$ cat config.mk
export PLATFORM = sky130hd
export DESIGN_NAME = telemetry_frame_parser_flat
export DESIGN_NICKNAME = d
export VERILOG_FILES = /design/src/sv/tfp_pkg.sv /design/src/sv/tfp_if.sv /design/src/sv/telemetry_frame_parser.sv /design/src/sv/tfp_ram.sv /design/src/sv/tfp_ctrl.sv /design/src/sv/tfp_datapath.sv /design/src/flat_wrapper.sv
export SDC_FILE = /design/constraint.sdc
export NUM_CORES = 1
export LEC_CHECK = 0
export ABC_AREA = 1
export BUFFER_PORTS_ARGS = -buffer_cell sky130_fd_sc_hd__buf_2
export CAP_MARGIN = 20
export CORE_ASPECT_RATIO = 0.5
export CORE_MARGIN = 2
export CORE_UTILIZATION = 45
export DETAILED_ROUTE_END_ITERATION = 7
export SLEW_MARGIN = 25
export SYNTH_ARGS = -nofsm -noshare
export SYNTH_HDL_FRONTEND = slang
export SYNTH_SLANG_ARGS = --single-unit
$ cat constraint.sdc
create_clock -name clk_i -period 3.85 [get_ports clk_i]
set_input_delay 0.5775 -clock clk_i [delete_from_list [all_inputs] [get_ports clk_i]]
set_output_delay 0.5775 -clock clk_i [all_outputs]
set_load 0.005 [all_outputs]
$ cat src/sv/tfp_pkg.sv
// package for the telemetry frame parser
// holds framing constants, command/status structs and ring sizing; no dependencies
`timescale 1ns / 1ps

package tfp_pkg;

  // user data ring
  localparam int unsigned USER_QUEUE_DEPTH = 64;
  localparam int unsigned PTR_W = $clog2(USER_QUEUE_DEPTH);

  // framing bytes
  localparam logic [7:0] SYNC_BYTE  = 8'h7E;
  localparam logic [7:0] ESC_BYTE   = 8'h7D;
  localparam logic [7:0] ESC_SYNC   = 8'h5E;
  localparam logic [7:0] ESC_ESC    = 8'h5D;
  localparam logic [7:0] TYPE_TELEM = 8'hFE;
  localparam logic [7:0] TYPE_USER  = 8'hFD;

  // frame positions
  localparam logic [3:0] POS_HUNT     = 4'd0;
  localparam logic [3:0] POS_SYNC2    = 4'd1;
  localparam logic [3:0] POS_TYPE     = 4'd2;
  localparam logic [3:0] POS_PAYLOAD  = 4'd3;
  localparam logic [3:0] POS_FULL     = 4'd11;

  localparam int unsigned PAYLOAD_LEN = 8;
  localparam logic [7:0]  USER_MAX    = 8'd6;
  localparam logic [7:0]  HIST_RESET  = 8'd100;

  // operation codes
  localparam logic OP_RX_BYTE = 1'b0;
  localparam logic OP_POP     = 1'b1;

  // frame_committed codes
  localparam logic [1:0] COMMIT_NONE  = 2'd0;
  localparam logic [1:0] COMMIT_TELEM = 2'd1;
  localparam logic [1:0] COMMIT_USER  = 2'd2;

  typedef struct packed {
    logic       accept;
    logic       parse;
    logic       pop;
    logic       push;
    logic [2:0] push_idx;
    logic       load_out;
  } cmd_t;

  typedef struct packed {
    logic       op;
    logic [2:0] push_n;
  } status_t;

endpackage

$ cat src/sv/tfp_if.sv
// valid/ready channel interfaces for the telemetry frame parser
// depends on nothing but the port widths of the block
`timescale 1ns / 1ps

interface tfp_in_if;
  logic       valid;
  logic       ready;
  logic       operation;
  logic [7:0] rx_byte;

  modport source (output valid, output operation, output rx_byte, input ready);
  modport sink (input valid, input operation, input rx_byte, output ready);
endinterface

interface tfp_out_if;
  logic       valid;
  logic       ready;
  logic [7:0] sensor_one;
  logic [7:0] sensor_two;
  logic [7:0] rssi_up;
  logic [7:0] rssi_down;
  logic [7:0] user_byte;
  logic       user_byte_valid;
  logic       user_waiting;
  logic [1:0] frame_committed;

  modport source (
    output valid, output sensor_one, output sensor_two, output rssi_up,
    output rssi_down, output user_byte, output user_byte_valid,
    output user_waiting, output frame_committed, input ready
  );
  modport sink (
    input valid, input sensor_one, input sensor_two, input rssi_up,
    input rssi_down, input user_byte, input user_byte_valid,
    input user_waiting, input frame_committed, output ready
  );
endinterface

$ cat src/sv/telemetry_frame_parser.sv
// Telemetry frame parser. Each input item is either a received serial byte
// (operation 0) or a request to pop one user data byte (operation 1); each item
// gives exactly one result item carrying the sensor values, the averaged rssi
// figures, the popped byte and the commit code. Items are taken one at a time:
// a received byte is parsed in the execute state and, when it commits a user
// frame, its stored bytes (1 to 6) are written to the ring one at a time, since
// the user ring has a single write port; a pop passes through an extra wait
// state because the ring read is registered. The input is ready again in the
// cycle after the result is loaded; no new item is taken before the last is
// through. The result sits in an output register, so the next item is accepted
// while an earlier result still waits to be taken. The user ring holds up to
// tfp_pkg::USER_QUEUE_DEPTH-1 bytes; on overflow it loses unread data.
// uses tfp_pkg, tfp_if, tfp_ctrl, tfp_datapath
`timescale 1ns / 1ps

module telemetry_frame_parser (
  input  logic      clk_i,
  input  logic      rst_ni,
  tfp_in_if.sink    in_i,
  tfp_out_if.source out_o
);

  tfp_pkg::cmd_t    cmd;
  tfp_pkg::status_t status;

  tfp_ctrl u_ctrl (
    .clk_i       (clk_i),
    .rst_ni      (rst_ni),
    .in_valid_i  (in_i.valid),
    .in_ready_o  (in_i.ready),
    .out_valid_o (out_o.valid),
    .out_ready_i (out_o.ready),
    .status_i    (status),
    .cmd_o       (cmd)
  );

  tfp_datapath u_datapath (
    .clk_i             (clk_i),
    .rst_ni            (rst_ni),
    .cmd_i             (cmd),
    .status_o          (status),
    .operation_i       (in_i.operation),
    .rx_byte_i         (in_i.rx_byte),
    .sensor_one_o      (out_o.sensor_one),
    .sensor_two_o      (out_o.sensor_two),
    .rssi_up_o         (out_o.rssi_up),
    .rssi_down_o       (out_o.rssi_down),
    .user_byte_o       (out_o.user_byte),
    .user_byte_valid_o (out_o.user_byte_valid),
    .user_waiting_o    (out_o.user_waiting),
    .frame_committed_o (out_o.frame_committed)
  );

endmodule

$ cat src/sv/tfp_ram.sv
// generic single write port ram with registered read
// standalone, no package use
`timescale 1ns / 1ps

module tfp_ram #(
  parameter int unsigned WIDTH = 8,
  parameter int unsigned DEPTH = 64
) (
  input  logic                     clk_i,
  input  logic                     we_i,
  input  logic [$clog2(DEPTH)-1:0] waddr_i,
  input  logic [WIDTH-1:0]         wdata_i,
  input  logic                     re_i,
  input  logic [$clog2(DEPTH)-1:0] raddr_i,
  output logic [WIDTH-1:0]         rdata_o
);

  logic [WIDTH-1:0] mem_q [DEPTH];

  always_ff @(posedge clk_i) begin
    if (we_i) begin
      mem_q[waddr_i] <= wdata_i;
    end
    if (re_i) begin
      rdata_o <= mem_q[raddr_i];
    end
  end

endmodule

$ cat src/sv/tfp_ctrl.sv
// controller for the telemetry frame parser: sequences parse, ring writes and pops
// uses tfp_pkg command/status structs
`timescale 1ns / 1ps

module tfp_ctrl (
  input  logic             clk_i,
  input  logic             rst_ni,
  input  logic             in_valid_i,
  output logic             in_ready_o,
  output logic             out_valid_o,
  input  logic             out_ready_i,
  input  tfp_pkg::status_t status_i,
  output tfp_pkg::cmd_t    cmd_o
);

  typedef enum logic [2:0] {
    S_IDLE,
    S_EXEC,
    S_PUSH,
    S_POP_WAIT,
    S_DONE
  } state_e;

  state_e     state_q;
  logic [2:0] push_cnt_q;
  logic [2:0] push_n_q;
  logic       out_valid_q;
  logic       slot_free;

  assign slot_free   = !out_valid_q || out_ready_i;
  assign in_ready_o  = (state_q == S_IDLE);
  assign out_valid_o = out_valid_q;

  always_comb begin
    cmd_o          = '0;
    cmd_o.push_idx = push_cnt_q;
    case (state_q)
      S_IDLE:     cmd_o.accept   = in_valid_i;
      S_EXEC: begin
        cmd_o.parse = (status_i.op == tfp_pkg::OP_RX_BYTE);
        cmd_o.pop   = (status_i.op == tfp_pkg::OP_POP);
      end
      S_PUSH:     cmd_o.push     = 1'b1;
      S_POP_WAIT: cmd_o.load_out = 1'b0;
      S_DONE:     cmd_o.load_out = slot_free;
      default:    cmd_o          = '0;
    endcase
  end

  always_ff @(posedge clk_i or negedge rst_ni) begin
    if (!rst_ni) begin
      state_q     <= S_IDLE;
      push_cnt_q  <= '0;
      push_n_q    <= '0;
      out_valid_q <= 1'b0;
    end else begin
      if (cmd_o.load_out) begin
        out_valid_q <= 1'b1;
      end else if (out_ready_i) begin
        out_valid_q <= 1'b0;
      end
      case (state_q)
        S_IDLE: begin
          if (in_valid_i) begin
            state_q <= S_EXEC;
          end
        end
        S_EXEC: begin
          push_cnt_q <= '0;
          push_n_q   <= status_i.push_n;
          if (status_i.op == tfp_pkg::OP_POP) begin
            state_q <= S_POP_WAIT;
          end else if (status_i.push_n != 3'd0) begin
            state_q <= S_PUSH;
          end else begin
            state_q <= S_DONE;
          end
        end
        S_PUSH: begin
          push_cnt_q <= push_cnt_q + 3'd1;
          if (push_cnt_q + 3'd1 == push_n_q) begin
            state_q <= S_DONE;
          end
        end
        S_POP_WAIT: state_q <= S_DONE;
        S_DONE: begin
          if (slot_free) begin
            state_q <= S_IDLE;
          end
        end
        default: state_q <= S_IDLE;
      endcase
    end
  end

endmodule

$ cat src/sv/tfp_datapath.sv
// datapath for the telemetry frame parser: frame registers, rssi history, user ring
// uses tfp_pkg and tfp_ram
`timescale 1ns / 1ps

module tfp_datapath (
  input  logic             clk_i,
  input  logic             rst_ni,
  input  tfp_pkg::cmd_t    cmd_i,
  output tfp_pkg::status_t status_o,
  input  logic             operation_i,
  input  logic [7:0]       rx_byte_i,
  output logic [7:0]       sensor_one_o,
  output logic [7:0]       sensor_two_o,
  output logic [7:0]       rssi_up_o,
  output logic [7:0]       rssi_down_o,
  output logic [7:0]       user_byte_o,
  output logic             user_byte_valid_o,
  output logic             user_waiting_o,
  output logic [1:0]       frame_committed_o
);

  localparam logic [tfp_pkg::PTR_W-1:0] PTR_LAST =
    tfp_pkg::PTR_W'(tfp_pkg::USER_QUEUE_DEPTH - 1);

  // latched item
  logic       op_q;
  logic [7:0] rx_q;

  // frame parser state
  logic [3:0] pos_q, pos_d;
  logic       esc_q, esc_d;
  logic [7:0] type_q;
  logic [7:0] payload_q [tfp_pkg::PAYLOAD_LEN];
  logic       type_we;
  logic       pay_we;
  logic [2:0] pay_idx;
  logic [7:0] pay_wdata;
  logic [3:0] pos_eff;
  logic [3:0] pos_off;
  logic       commit_now;
  logic [1:0] commit_code;
  logic [2:0] push_n;

  // telemetry state
  logic [7:0] sensor_one_q;
  logic [7:0] sensor_two_q;
  logic [7:0] up_hist_q   [4];
  logic [7:0] down_hist_q [4];
  logic [9:0] up_sum;
  logic [9:0] down_sum;

  // ring
  logic [tfp_pkg::PTR_W-1:0] rp_q;
  logic [tfp_pkg::PTR_W-1:0] wp_q;
  logic                      ring_empty;
  logic                      ram_re;
  logic [7:0]                ram_rdata;
  logic                      uvalid_q;
  logic [1:0]                committed_q;

  assign ring_empty = (rp_q == wp_q);
  assign ram_re     = cmd_i.pop && !ring_empty;

  // parse step for one received byte
  always_comb begin
    commit_now  = (pos_q == tfp_pkg::POS_FULL) && (rx_q == tfp_pkg::SYNC_BYTE);
    pos_eff     = (pos_q == tfp_pkg::POS_FULL) ? tfp_pkg::POS_HUNT : pos_q;
    pos_off     = pos_eff - tfp_pkg::POS_PAYLOAD;
    pay_idx     = pos_off[2:0];
    commit_code = tfp_pkg::COMMIT_NONE;
    push_n      = 3'd0;
    if (commit_now) begin
      if (type_q == tfp_pkg::TYPE_TELEM) begin
        commit_code = tfp_pkg::COMMIT_TELEM;
      end else if (type_q == tfp_pkg::TYPE_USER) begin
        commit_code = tfp_pkg::COMMIT_USER;
        if (payload_q[0] != 8'd0 && payload_q[0] <= tfp_pkg::USER_MAX) begin
          push_n = payload_q[0][2:0];
        end
      end
    end

    pos_d     = pos_eff;
    esc_d     = 1'b0;
    type_we   = 1'b0;
    pay_we    = 1'b0;
    pay_wdata = rx_q;
    case (pos_eff)
      tfp_pkg::POS_HUNT: begin
        if (rx_q == tfp_pkg::SYNC_BYTE) begin
          pos_d = tfp_pkg::POS_SYNC2;
        end
      end
      tfp_pkg::POS_SYNC2: begin
        pos_d = (rx_q == tfp_pkg::SYNC_BYTE) ? tfp_pkg::POS_TYPE : tfp_pkg::POS_HUNT;
      end
      tfp_pkg::POS_TYPE: begin
        if (rx_q == tfp_pkg::TYPE_TELEM || rx_q == tfp_pkg::TYPE_USER) begin
          type_we = 1'b1;
          pos_d   = tfp_pkg::POS_PAYLOAD;
        end
      end
      4'd3, 4'd4, 4'd5, 4'd6, 4'd7, 4'd8, 4'd9, 4'd10: begin
        if (esc_q) begin
          if (rx_q == tfp_pkg::ESC_SYNC) begin
            pay_we    = 1'b1;
            pay_wdata = tfp_pkg::SYNC_BYTE;
            pos_d     = pos_eff + 4'd1;
          end else if (rx_q == tfp_pkg::ESC_ESC) begin
            pay_we    = 1'b1;
            pay_wdata = tfp_pkg::ESC_BYTE;
            pos_d     = pos_eff + 4'd1;
          end else begin
            // bad escape drops the frame
            pos_d = tfp_pkg::POS_HUNT;
          end
        end else begin
          pay_we = 1'b1;
          if (rx_q == tfp_pkg::ESC_BYTE) begin
            esc_d = 1'b1;
          end else begin
            pos_d = pos_eff + 4'd1;
          end
        end
      end
      default: pos_d = tfp_pkg::POS_HUNT;
    endcase
  end

  assign status_o.op     = op_q;
  assign status_o.push_n = push_n;

  always_ff @(posedge clk_i) begin
    if (cmd_i.accept) begin
      op_q <= operation_i;
      rx_q <= rx_byte_i;
    end
    if (cmd_i.parse) begin
      committed_q <= commit_code;
      uvalid_q    <= 1'b0;
      if (type_we) begin
        type_q <= rx_q;
      end
      if (pay_we) begin
        payload_q[pay_idx] <= pay_wdata;
      end
    end
    if (cmd_i.pop) begin
      committed_q <= tfp_pkg::COMMIT_NONE;
      uvalid_q    <= !ring_empty;
    end
    if (cmd_i.load_out) begin
      sensor_one_o      <= sensor_one_q;
      sensor_two_o      <= sensor_two_q;
      rssi_up_o         <= up_sum[9:2];
      rssi_down_o       <= down_sum[9:2];
      user_byte_o       <= uvalid_q ? ram_rdata : 8'd0;
      user_byte_valid_o <= uvalid_q;
      user_waiting_o    <= !ring_empty;
      frame_committed_o <= committed_q;
    end
  end

  always_ff @(posedge clk_i or negedge rst_ni) begin
    if (!rst_ni) begin
      pos_q        <= tfp_pkg::POS_HUNT;
      esc_q        <= 1'b0;
      sensor_one_q <= 8'd0;
      sensor_two_q <= 8'd0;
      for (int i = 0; i < 4; i++) begin
        up_hist_q[i]   <= tfp_pkg::HIST_RESET;
        down_hist_q[i] <= tfp_pkg::HIST_RESET;
      end
      rp_q <= '0;
      wp_q <= '0;
    end else begin
      if (cmd_i.parse) begin
        pos_q <= pos_d;
        esc_q <= esc_d;
        if (commit_code == tfp_pkg::COMMIT_TELEM) begin
          sensor_one_q <= payload_q[0];
          sensor_two_q <= payload_q[1];
          for (int i = 0; i < 3; i++) begin
            up_hist_q[i]   <= up_hist_q[i+1];
            down_hist_q[i] <= down_hist_q[i+1];
          end
          up_hist_q[3]   <= payload_q[2];
          down_hist_q[3] <= {1'b0, payload_q[3][7:1]};
        end
      end
      if (cmd_i.push) begin
        wp_q <= (wp_q == PTR_LAST) ? '0 : wp_q + 1'b1;
      end
      if (ram_re) begin
        rp_q <= (rp_q == PTR_LAST) ? '0 : rp_q + 1'b1;
      end
    end
  end

  always_comb begin
    up_sum   = {2'b00, up_hist_q[0]} + {2'b00, up_hist_q[1]}
             + {2'b00, up_hist_q[2]} + {2'b00, up_hist_q[3]};
    down_sum = {2'b00, down_hist_q[0]} + {2'b00, down_hist_q[1]}
             + {2'b00, down_hist_q[2]} + {2'b00, down_hist_q[3]};
  end

  logic [2:0] push_sel;
  assign push_sel = cmd_i.push_idx + 3'd1;

  tfp_ram #(
    .WIDTH (8),
    .DEPTH (tfp_pkg::USER_QUEUE_DEPTH)
  ) u_ring (
    .clk_i   (clk_i),
    .we_i    (cmd_i.push),
    .waddr_i (wp_q),
    .wdata_i (payload_q[push_sel]),
    .re_i    (ram_re),
    .raddr_i (rp_q),
    .rdata_o (ram_rdata)
  );

endmodule

$ cat src/flat_wrapper.sv
// flat-port wrapper written by rule: the top's interface ports become plain ports
module telemetry_frame_parser_flat 
  (clk_i, rst_ni, in_i_valid, in_i_operation, in_i_rx_byte, in_i_ready, out_o_valid, out_o_sensor_one, out_o_sensor_two, out_o_rssi_up, out_o_rssi_down, out_o_user_byte, out_o_user_byte_valid, out_o_user_waiting, out_o_frame_committed, out_o_ready);
  tfp_in_if in_i_i ();
  tfp_out_if out_o_i ();
  input  logic clk_i;
  input  logic rst_ni;
  input wire logic [$bits(in_i_i.valid)-1:0] in_i_valid;
  input wire logic [$bits(in_i_i.operation)-1:0] in_i_operation;
  input wire logic [$bits(in_i_i.rx_byte)-1:0] in_i_rx_byte;
  output wire logic [$bits(in_i_i.ready)-1:0] in_i_ready;
  output wire logic [$bits(out_o_i.valid)-1:0] out_o_valid;
  output wire logic [$bits(out_o_i.sensor_one)-1:0] out_o_sensor_one;
  output wire logic [$bits(out_o_i.sensor_two)-1:0] out_o_sensor_two;
  output wire logic [$bits(out_o_i.rssi_up)-1:0] out_o_rssi_up;
  output wire logic [$bits(out_o_i.rssi_down)-1:0] out_o_rssi_down;
  output wire logic [$bits(out_o_i.user_byte)-1:0] out_o_user_byte;
  output wire logic [$bits(out_o_i.user_byte_valid)-1:0] out_o_user_byte_valid;
  output wire logic [$bits(out_o_i.user_waiting)-1:0] out_o_user_waiting;
  output wire logic [$bits(out_o_i.frame_committed)-1:0] out_o_frame_committed;
  input wire logic [$bits(out_o_i.ready)-1:0] out_o_ready;
  assign in_i_i.valid = in_i_valid;
  assign in_i_i.operation = in_i_operation;
  assign in_i_i.rx_byte = in_i_rx_byte;
  assign in_i_ready = in_i_i.ready;
  assign out_o_valid = out_o_i.valid;
  assign out_o_sensor_one = out_o_i.sensor_one;
  assign out_o_sensor_two = out_o_i.sensor_two;
  assign out_o_rssi_up = out_o_i.rssi_up;
  assign out_o_rssi_down = out_o_i.rssi_down;
  assign out_o_user_byte = out_o_i.user_byte;
  assign out_o_user_byte_valid = out_o_i.user_byte_valid;
  assign out_o_user_waiting = out_o_i.user_waiting;
  assign out_o_frame_committed = out_o_i.frame_committed;
  assign out_o_i.ready = out_o_ready;
  telemetry_frame_parser u_core (.clk_i(clk_i), .rst_ni(rst_ni), .in_i(in_i_i), .out_o(out_o_i));
endmodule
# Word-level counts from Yosys, hierarchy flattened
# Memory sizes are Yosys's and may differ from the RTL's. A register that Yosys moved wholly into a read port is not among the register bits.
# Cells that the tools add are included.
[word_totals]
ff_bits = 144
latch_bits = 0
ramBits = 576
mem_bits_ro = 0
in_bits = 13
out_inout_bits = 46
wordCells = 149
n_memories = 2
[classes]
addsub = 12
n_mul = 0
n_div = 0
magnitude_cmp = 1
eq_ne = 31
shift = 0
n_mux = 52
bitwise = 1
n_reduce_logical = 22
[mem_list]
columns = ["memory", "words", "word_bits", "rd", "rd_ports_with_merged_regs", "wr", "line_no", "source"]
rows = [
  ["u_core.u_datapath.u_ring.mem_q", 64, 8, 1, 1, 1, "tfp_ram.sv:18", "logic [WIDTH-1:0] mem_q [DEPTH];"],
  ["u_core.u_datapath.payload_q", 8, 8, 5, 3, 1, "tfp_datapath.sv:33", "logic [7:0] payload_q [tfp_pkg::PAYLOAD_LEN];"],
]
[op_table]
columns = ["cell", "count"]
rows = [
  ["equality test 8 x 7 -> 1 bit, second input constant", 4],
  ["equality test 8 bit, second input constant", 4],
  ["two-way mux 8 bit", 4],
  ["two-way mux 3 bit", 10],
  ["two-way mux 4 bit", 7],
  ["two-way mux 1 bit", 21],
  ["equality test 4 x 3 -> 1 bit, second input constant", 4],
  ["equality test 4 bit, second input constant", 4],
  ["one-hot mux 4 bit (4 select lines)", 1],
  ["one-hot mux 3 bit (5 select lines)", 1],
  ["adder 6 x 1 -> 6 bit, second input constant", 2],
  ["equality test 6 bit, second input constant", 2],
  ["two-way mux 6 bit", 2],
  ["adder 10 x 8 -> 10 bit", 1],
  ["adder 9 x 7 -> 10 bit", 1],
  ["adder 9 x 8 -> 10 bit", 1],
  ["two-way mux 2 bit", 5],
  ["adder 8 x 7 -> 9 bit", 1],
  ["adder 8 x 8 -> 9 bit", 1],
  ["adder 7 x 7 -> 8 bit", 1],
  ["equality test 4 x 2 -> 1 bit, second input constant", 2],
  ["less-or-equal comparator 8 x 3 -> 1 bit, second input constant", 1],
  ["nonzero test 8 bit", 1],
  ["OR reduction 8 bit", 1],
  ["other kinds (23)", 37],
]

# Logic depth before layout (Yosys ltp)
# An unclocked memory read counts as a cell.
[logic_depth]
depth_word = 11
depth_mapped = 14
depth_no_buf = 13

# Hierarchy
# From an unflattened synthesis, not the netlist that was laid out.
[hier_totals]
hier_cells = 2849
hier_area_um2 = 32322.2
[modules_own_cells]
columns = ["module", "n_inst", "cells_per_inst", "area_per_inst_um2", "seq_area_each_um2"]
rows = [
  ["tfp_ram", 1, 1805, 21419.3, 15615.0],
  ["tfp_datapath", 1, 956, 10297.4, 6150.9],
  ["tfp_ctrl", 1, 88, 605.6, 250.2],
]

# Worst setup path after synthesis
# Ideal clock, no wire load.
[synth_timing]
path_kind = "register to register"
start = "register u_core.u_ctrl.state_q[1]"
end = "memory u_core.u_datapath.u_ring.mem_q[0][0], data pin"
setup_time_ns = 0.499
arrival_time_ns = 3.656
required_ns = 3.351
slack_ns = -0.305
stages_incl_launch_ff = 11
n_path_buf = 3
period_less_slack_ns = 4.155
path_cell_list = "dfrtp_1 > nor2_1 > nor2_1 > nor2_2 > clkbuf_1 > ha_1 > clkbuf_1 > inv_1 > clkbuf_1 > a21oi_1 > nor2_1"
[synth_between]
elab_chain_len = 5
elab_cells_between_ends = 9
classes_between = "1 x add/sub; 4 x eq/ne; 1 x mux; 2 x reduce/logical; 1 x memory"
[synth_lines]
columns = ["element", "line_no", "source"]
rows = [
  ["start, declared", "tfp_ctrl.sv:24", "state_e state_q;"],
  ["start signal, assigned", "tfp_ctrl.sv:52", "state_q <= S_IDLE;"],
  ["start signal, assigned", "tfp_ctrl.sv:65", "state_q <= S_EXEC;"],
  ["start signal, assigned", "tfp_ctrl.sv:72", "state_q <= S_POP_WAIT;"],
  ["equality test 3 bit, or another cell as far along", "tfp_ctrl.sv:37", "case (state_q)"],
  ["OR reduction 5 bit (no source line) (*)", "--", ""],
  ["two-way mux 3 bit (*)", "tfp_ctrl.sv:37", ""],
  ["adder 3 x 1 -> 3 bit (*)", "tfp_datapath.sv:208", "assign push_sel = cmd_i.push_idx + 3'd1;"],
  ["memory (8 x 8 bit) (*)", "--", ""],
  ["via u_core.u_datapath.u_ring.wdata_i[0]", "tfp_ram.sv:12", "input logic [WIDTH-1:0] wdata_i,"],
  ["end, declared", "tfp_ram.sv:18", ""],
]
# The timed path passes the listed nets; every way through them passes the cells marked *.

# Worst setup path in the final report
[layout_timing]
start = "register u_core.u_ctrl.state_q[2]"
end = "memory u_core.u_datapath.u_ring.mem_q[44][0], data pin"
# Same word-level chain as after synthesis.

==> impl_metrics.yaml <==
status:
  status: "finished, final reports clean"
clock_network:
  cts-buffers-inserted: 69
  postCtsSetupBuffers: 0
  cts-root-buf: "clkbuf_16"
  ctsHoldBuffers: 0
  clk_latency_ps: 630
  cts_resized: 0
  clkTransAtPathRegs_ps: 60
  cts_tree: "built"
  htree_levels: 3
  cts.sinks: 750
  clk_path_buf_depth: 3
global_routing:
  gr-usage-all-layers_pct: 20.6
  grt-ovfl-total: 0
  grt_pass1_vias: 19600
  antenna_found_initial: 0
  grt_max_degree: 89
  grt_pass1_wl_mm: 114
layout:
  finalCoreUtilization_pct: 51.2
  num_antenna_cells: 0
  drive_gt1_share_pct: 8.88
  syn2layout_area_growth_pct: 11.8
  nets: 2935
placed_design:
  gp_congestion: 0.859
  place_hpwl_mm: 45.0
  place_ws_ps: 742
  port_buffers: 57
routing:
  drt_pass1_iterations: 5
  vias_per_cell: 5.26
  vias: 20400
  drt_wl_total_mm: 74.1
  drc: 0
  ant_nets: 0
  drtIter0Drc: 1952
  routed_wire_length_per_instance_um: 19.1
synthesis:
  ys_ff_latch: 750
  netlist_instances: 2840
  yosys.area.top_type_share_pct: 61.1
  synth_area_per_cell_um2: 11.2
  ys_warn_count: 0
  synth.largest_area_cell: "edfxtp_1"
  netlist_area_um2: 31700
  synth_area_leaders: "edfxtp_1, nor2_1, dfrtp_1, nand2_1, o21ai_0"
  ys_seq_area_share_pct: 69.4
  ys_types: 41
  syn_nets: 2903
floorplan:
  fp-row-count: 68
  chipHeight_um: 192
  pin_count: 59
  fp.coreArea_um2: 69300
  dieArea_um2: 72800
  die_x_um: 379
  start_util_pct: 45.8
timing:
  timing.fmax_ghz: 0.318
  worst_pin_slew_ps: 1000
  post-route-period-util_pct: 81.6
  setup_tns_ps: 0
  maxSlewHeadroom_pct: 33.0
  finalClockSkew_ps: 26.0
  period_minus_slack_ps: 3140
  setup_viol: 0
  rsz0062_at_grt: "no"
  finalHoldViolations: 0
  drv_slew: 0
  finalWorstSetupSlack_ps: 710
setup_path:
  crit_buf_inv: 4
  critPathTopFamily: "buffers and inverters"
  crit_required_ps: 4180
  critPathCaptureType: "register"
  critPathArrivalTime_ps: 3470
  cp_slowest_stage_delay_ps: 570
  cpMostUsedCell: "inv_1"
  critPathKind: "reg2reg"
  cp_slowest_cell: "nor2_2"
  cp-start-kind: "register"
  worstPathCellList: "inv_1 -> nor2_1 -> nor2_2 -> inv_1 -> buf_4 -> o21ai_0 -> nand2_1 -> a21oi_1 -> nor2_4 -> buf_12"
  cp_max_fo: 64
power:
  power.density_nw_per_um2: 697
  power.leakage_nw: 13.0
  ir_drop_v: 0.000565
worst_hold_path:
  holdCritPathClass: "in2async"
run:
  maxCapViolations: 0
cells in the mapped netlist (all sizes together):
cell type	n
a21o	2
nor3	12
nor2	592
or3	1
a21oi	55
nand3b	1
nor2b	1
nand4	9
mux2i	1
o211ai	41
dfrtp	79
xnor2	5
clkinv	1
nand2	420
xor2	15
conb	1
o21ai	376
ha	20
dfstp	24
clkbuf	106
o22ai	2
o21a	7
edfxtp	645
nor4	3
fa	30
inv	201
buf	39
or2	6
dfxtp	2
nand3	142
a31oi	1
state kept, by name, summed over array words and instances, names as in the netlist, 7 cells and up:
signal	cells
u_core.u_datapath.sensor_one_q	8
u_core.u_datapath.user_byte_o	8
u_core.u_datapath.sensor_one_o	8
u_core.u_datapath.down_hist_q	28
u_core.u_datapath.sensor_two_q	8
u_core.u_datapath.rssi_up_o	8
u_core.u_datapath.rx_q	8
u_core.u_datapath.type_q	8
u_core.u_datapath.rssi_down_o	7
u_core.u_datapath.up_hist_q	32
u_core.u_datapath.sensor_two_o	8
u_core.u_datapath.payload_q	64
u_core.u_datapath.u_ring.rdata_o	8
u_core.u_datapath.u_ring.mem_q	512
routing by layer:
layer / wire length, um / global-route usage (%) / vias up / part of all wire [%]
met5: 0 / 0 / - / 0
met4: 1620 / 5.91 / 0 / 2.2
met3: 4870 / 3.56 / 115 / 6.6
met2: 33900 / 32.4 / 613 / 46
met1: 33700 / 29.5 / 9921 / 45
li1: - / - / 9732 / -
kinds of logic after synthesis:
family / Yosys count / synth area share [%]
and+or+nand+nor: 1187 / 14.9
xor gates and xnor gates: 20 / 0.552
adders and majority gates: 50 / 2.68
DFF: 750 / 69.4
AOI/OAI and AO/OA: 484 / 8.04
buffers and inverters: 347 / 4.39
muxes: 1 / 0.0316
other: 1 / 0.0118
cell usage in the layout, fill, tap and decap left out, types with 15 or more instances in the layout:
cell type  count
ha_1          20
xor2_1        15
inv_1        197
o21ai_0      306
a21oi_1       55
nand2_1      420
nor2_1       586
dfrtp_1       77
o21ai_1       70
o211ai_1      41
buf_2         56
edfxtp_1     645
fa_1          30
nand3_1      142
buf_4         36
dfstp_2       24
clkbuf_1      18
clkbuf_16     72
power by group:
part	internal (W)	total [W]	switching (W)	leakage [nW]
clock	0.00409	0.00709	0.00300	1.13
combinational	0.00175	0.00669	0.00495	4.70
sequential	0.0106	0.0110	0.000309	7.17
final cells by class:
| type | count | area, um2 |
|---|---|---|
| Timing Repair Buffer | 106 | 831 |
| Clock inverter | 32 | 387 |
| Multi-Input combinational cell | 1743 | 8350 |
| Sequential cell | 750 | 22000 |
| Tap cell | 945 | 1180 |
| Fill cell | 6002 | 33900 |
| Inverter | 202 | 766 |
| Clock buffer | 95 | 1940 |
final timing paths:
path | start | endpoint | slack [ps] | cells past startpoint
worst max-delay path | u_core.u_ctrl.state_q[2]$_DFFE_PN0P_ | u_core.u_datapath.u_ring.mem_q[44][0]$_DFFE_PP_ | 710 | 10
worst min-delay path | rst_ni | u_core.u_datapath.up_hist_q[16]$_DFFE_PN0P_ | 20 | 1
worst max register to register | u_core.u_ctrl.state_q[2]$_DFFE_PN0P_ | u_core.u_datapath.u_ring.mem_q[44][0]$_DFFE_PP_ | 710 | 10
worst min register to register | u_core.u_datapath.sensor_two_q[3]$_DFFE_PN0P_ | u_core.u_datapath.sensor_two_o[3]$_DFFE_PP_ | 450 | 0
max in group asynchronous | rst_ni | u_core.u_datapath.down_hist_q[22]$_DFFE_PN1P_ | 2800 | 2
min in group clk_i | in_i_rx_byte[6] | u_core.u_datapath.rx_q[6]$_DFFE_PP_ | 140 | 1
per-stage QoR:
step | cell area [um2] | total power [W] | hold slack, ps | cells
5_1_grt | 35500 | 0.0260 | 71.3 | 3873
2_1_floorplan | 31700 | 0.0150 | 282 | 2840
6_report | 35500 | 0.0247 | 22.6 | 3873
3_5_place_dp | 33200 | 0.0178 | 433 | 3746
4_1_cts | 35500 | 0.0249 | 30.5 | 3873
3_3_place_gp | 33100 | 0.0177 | 434 | 3746
No activity file was read; power rests on OpenSTA's default activity.
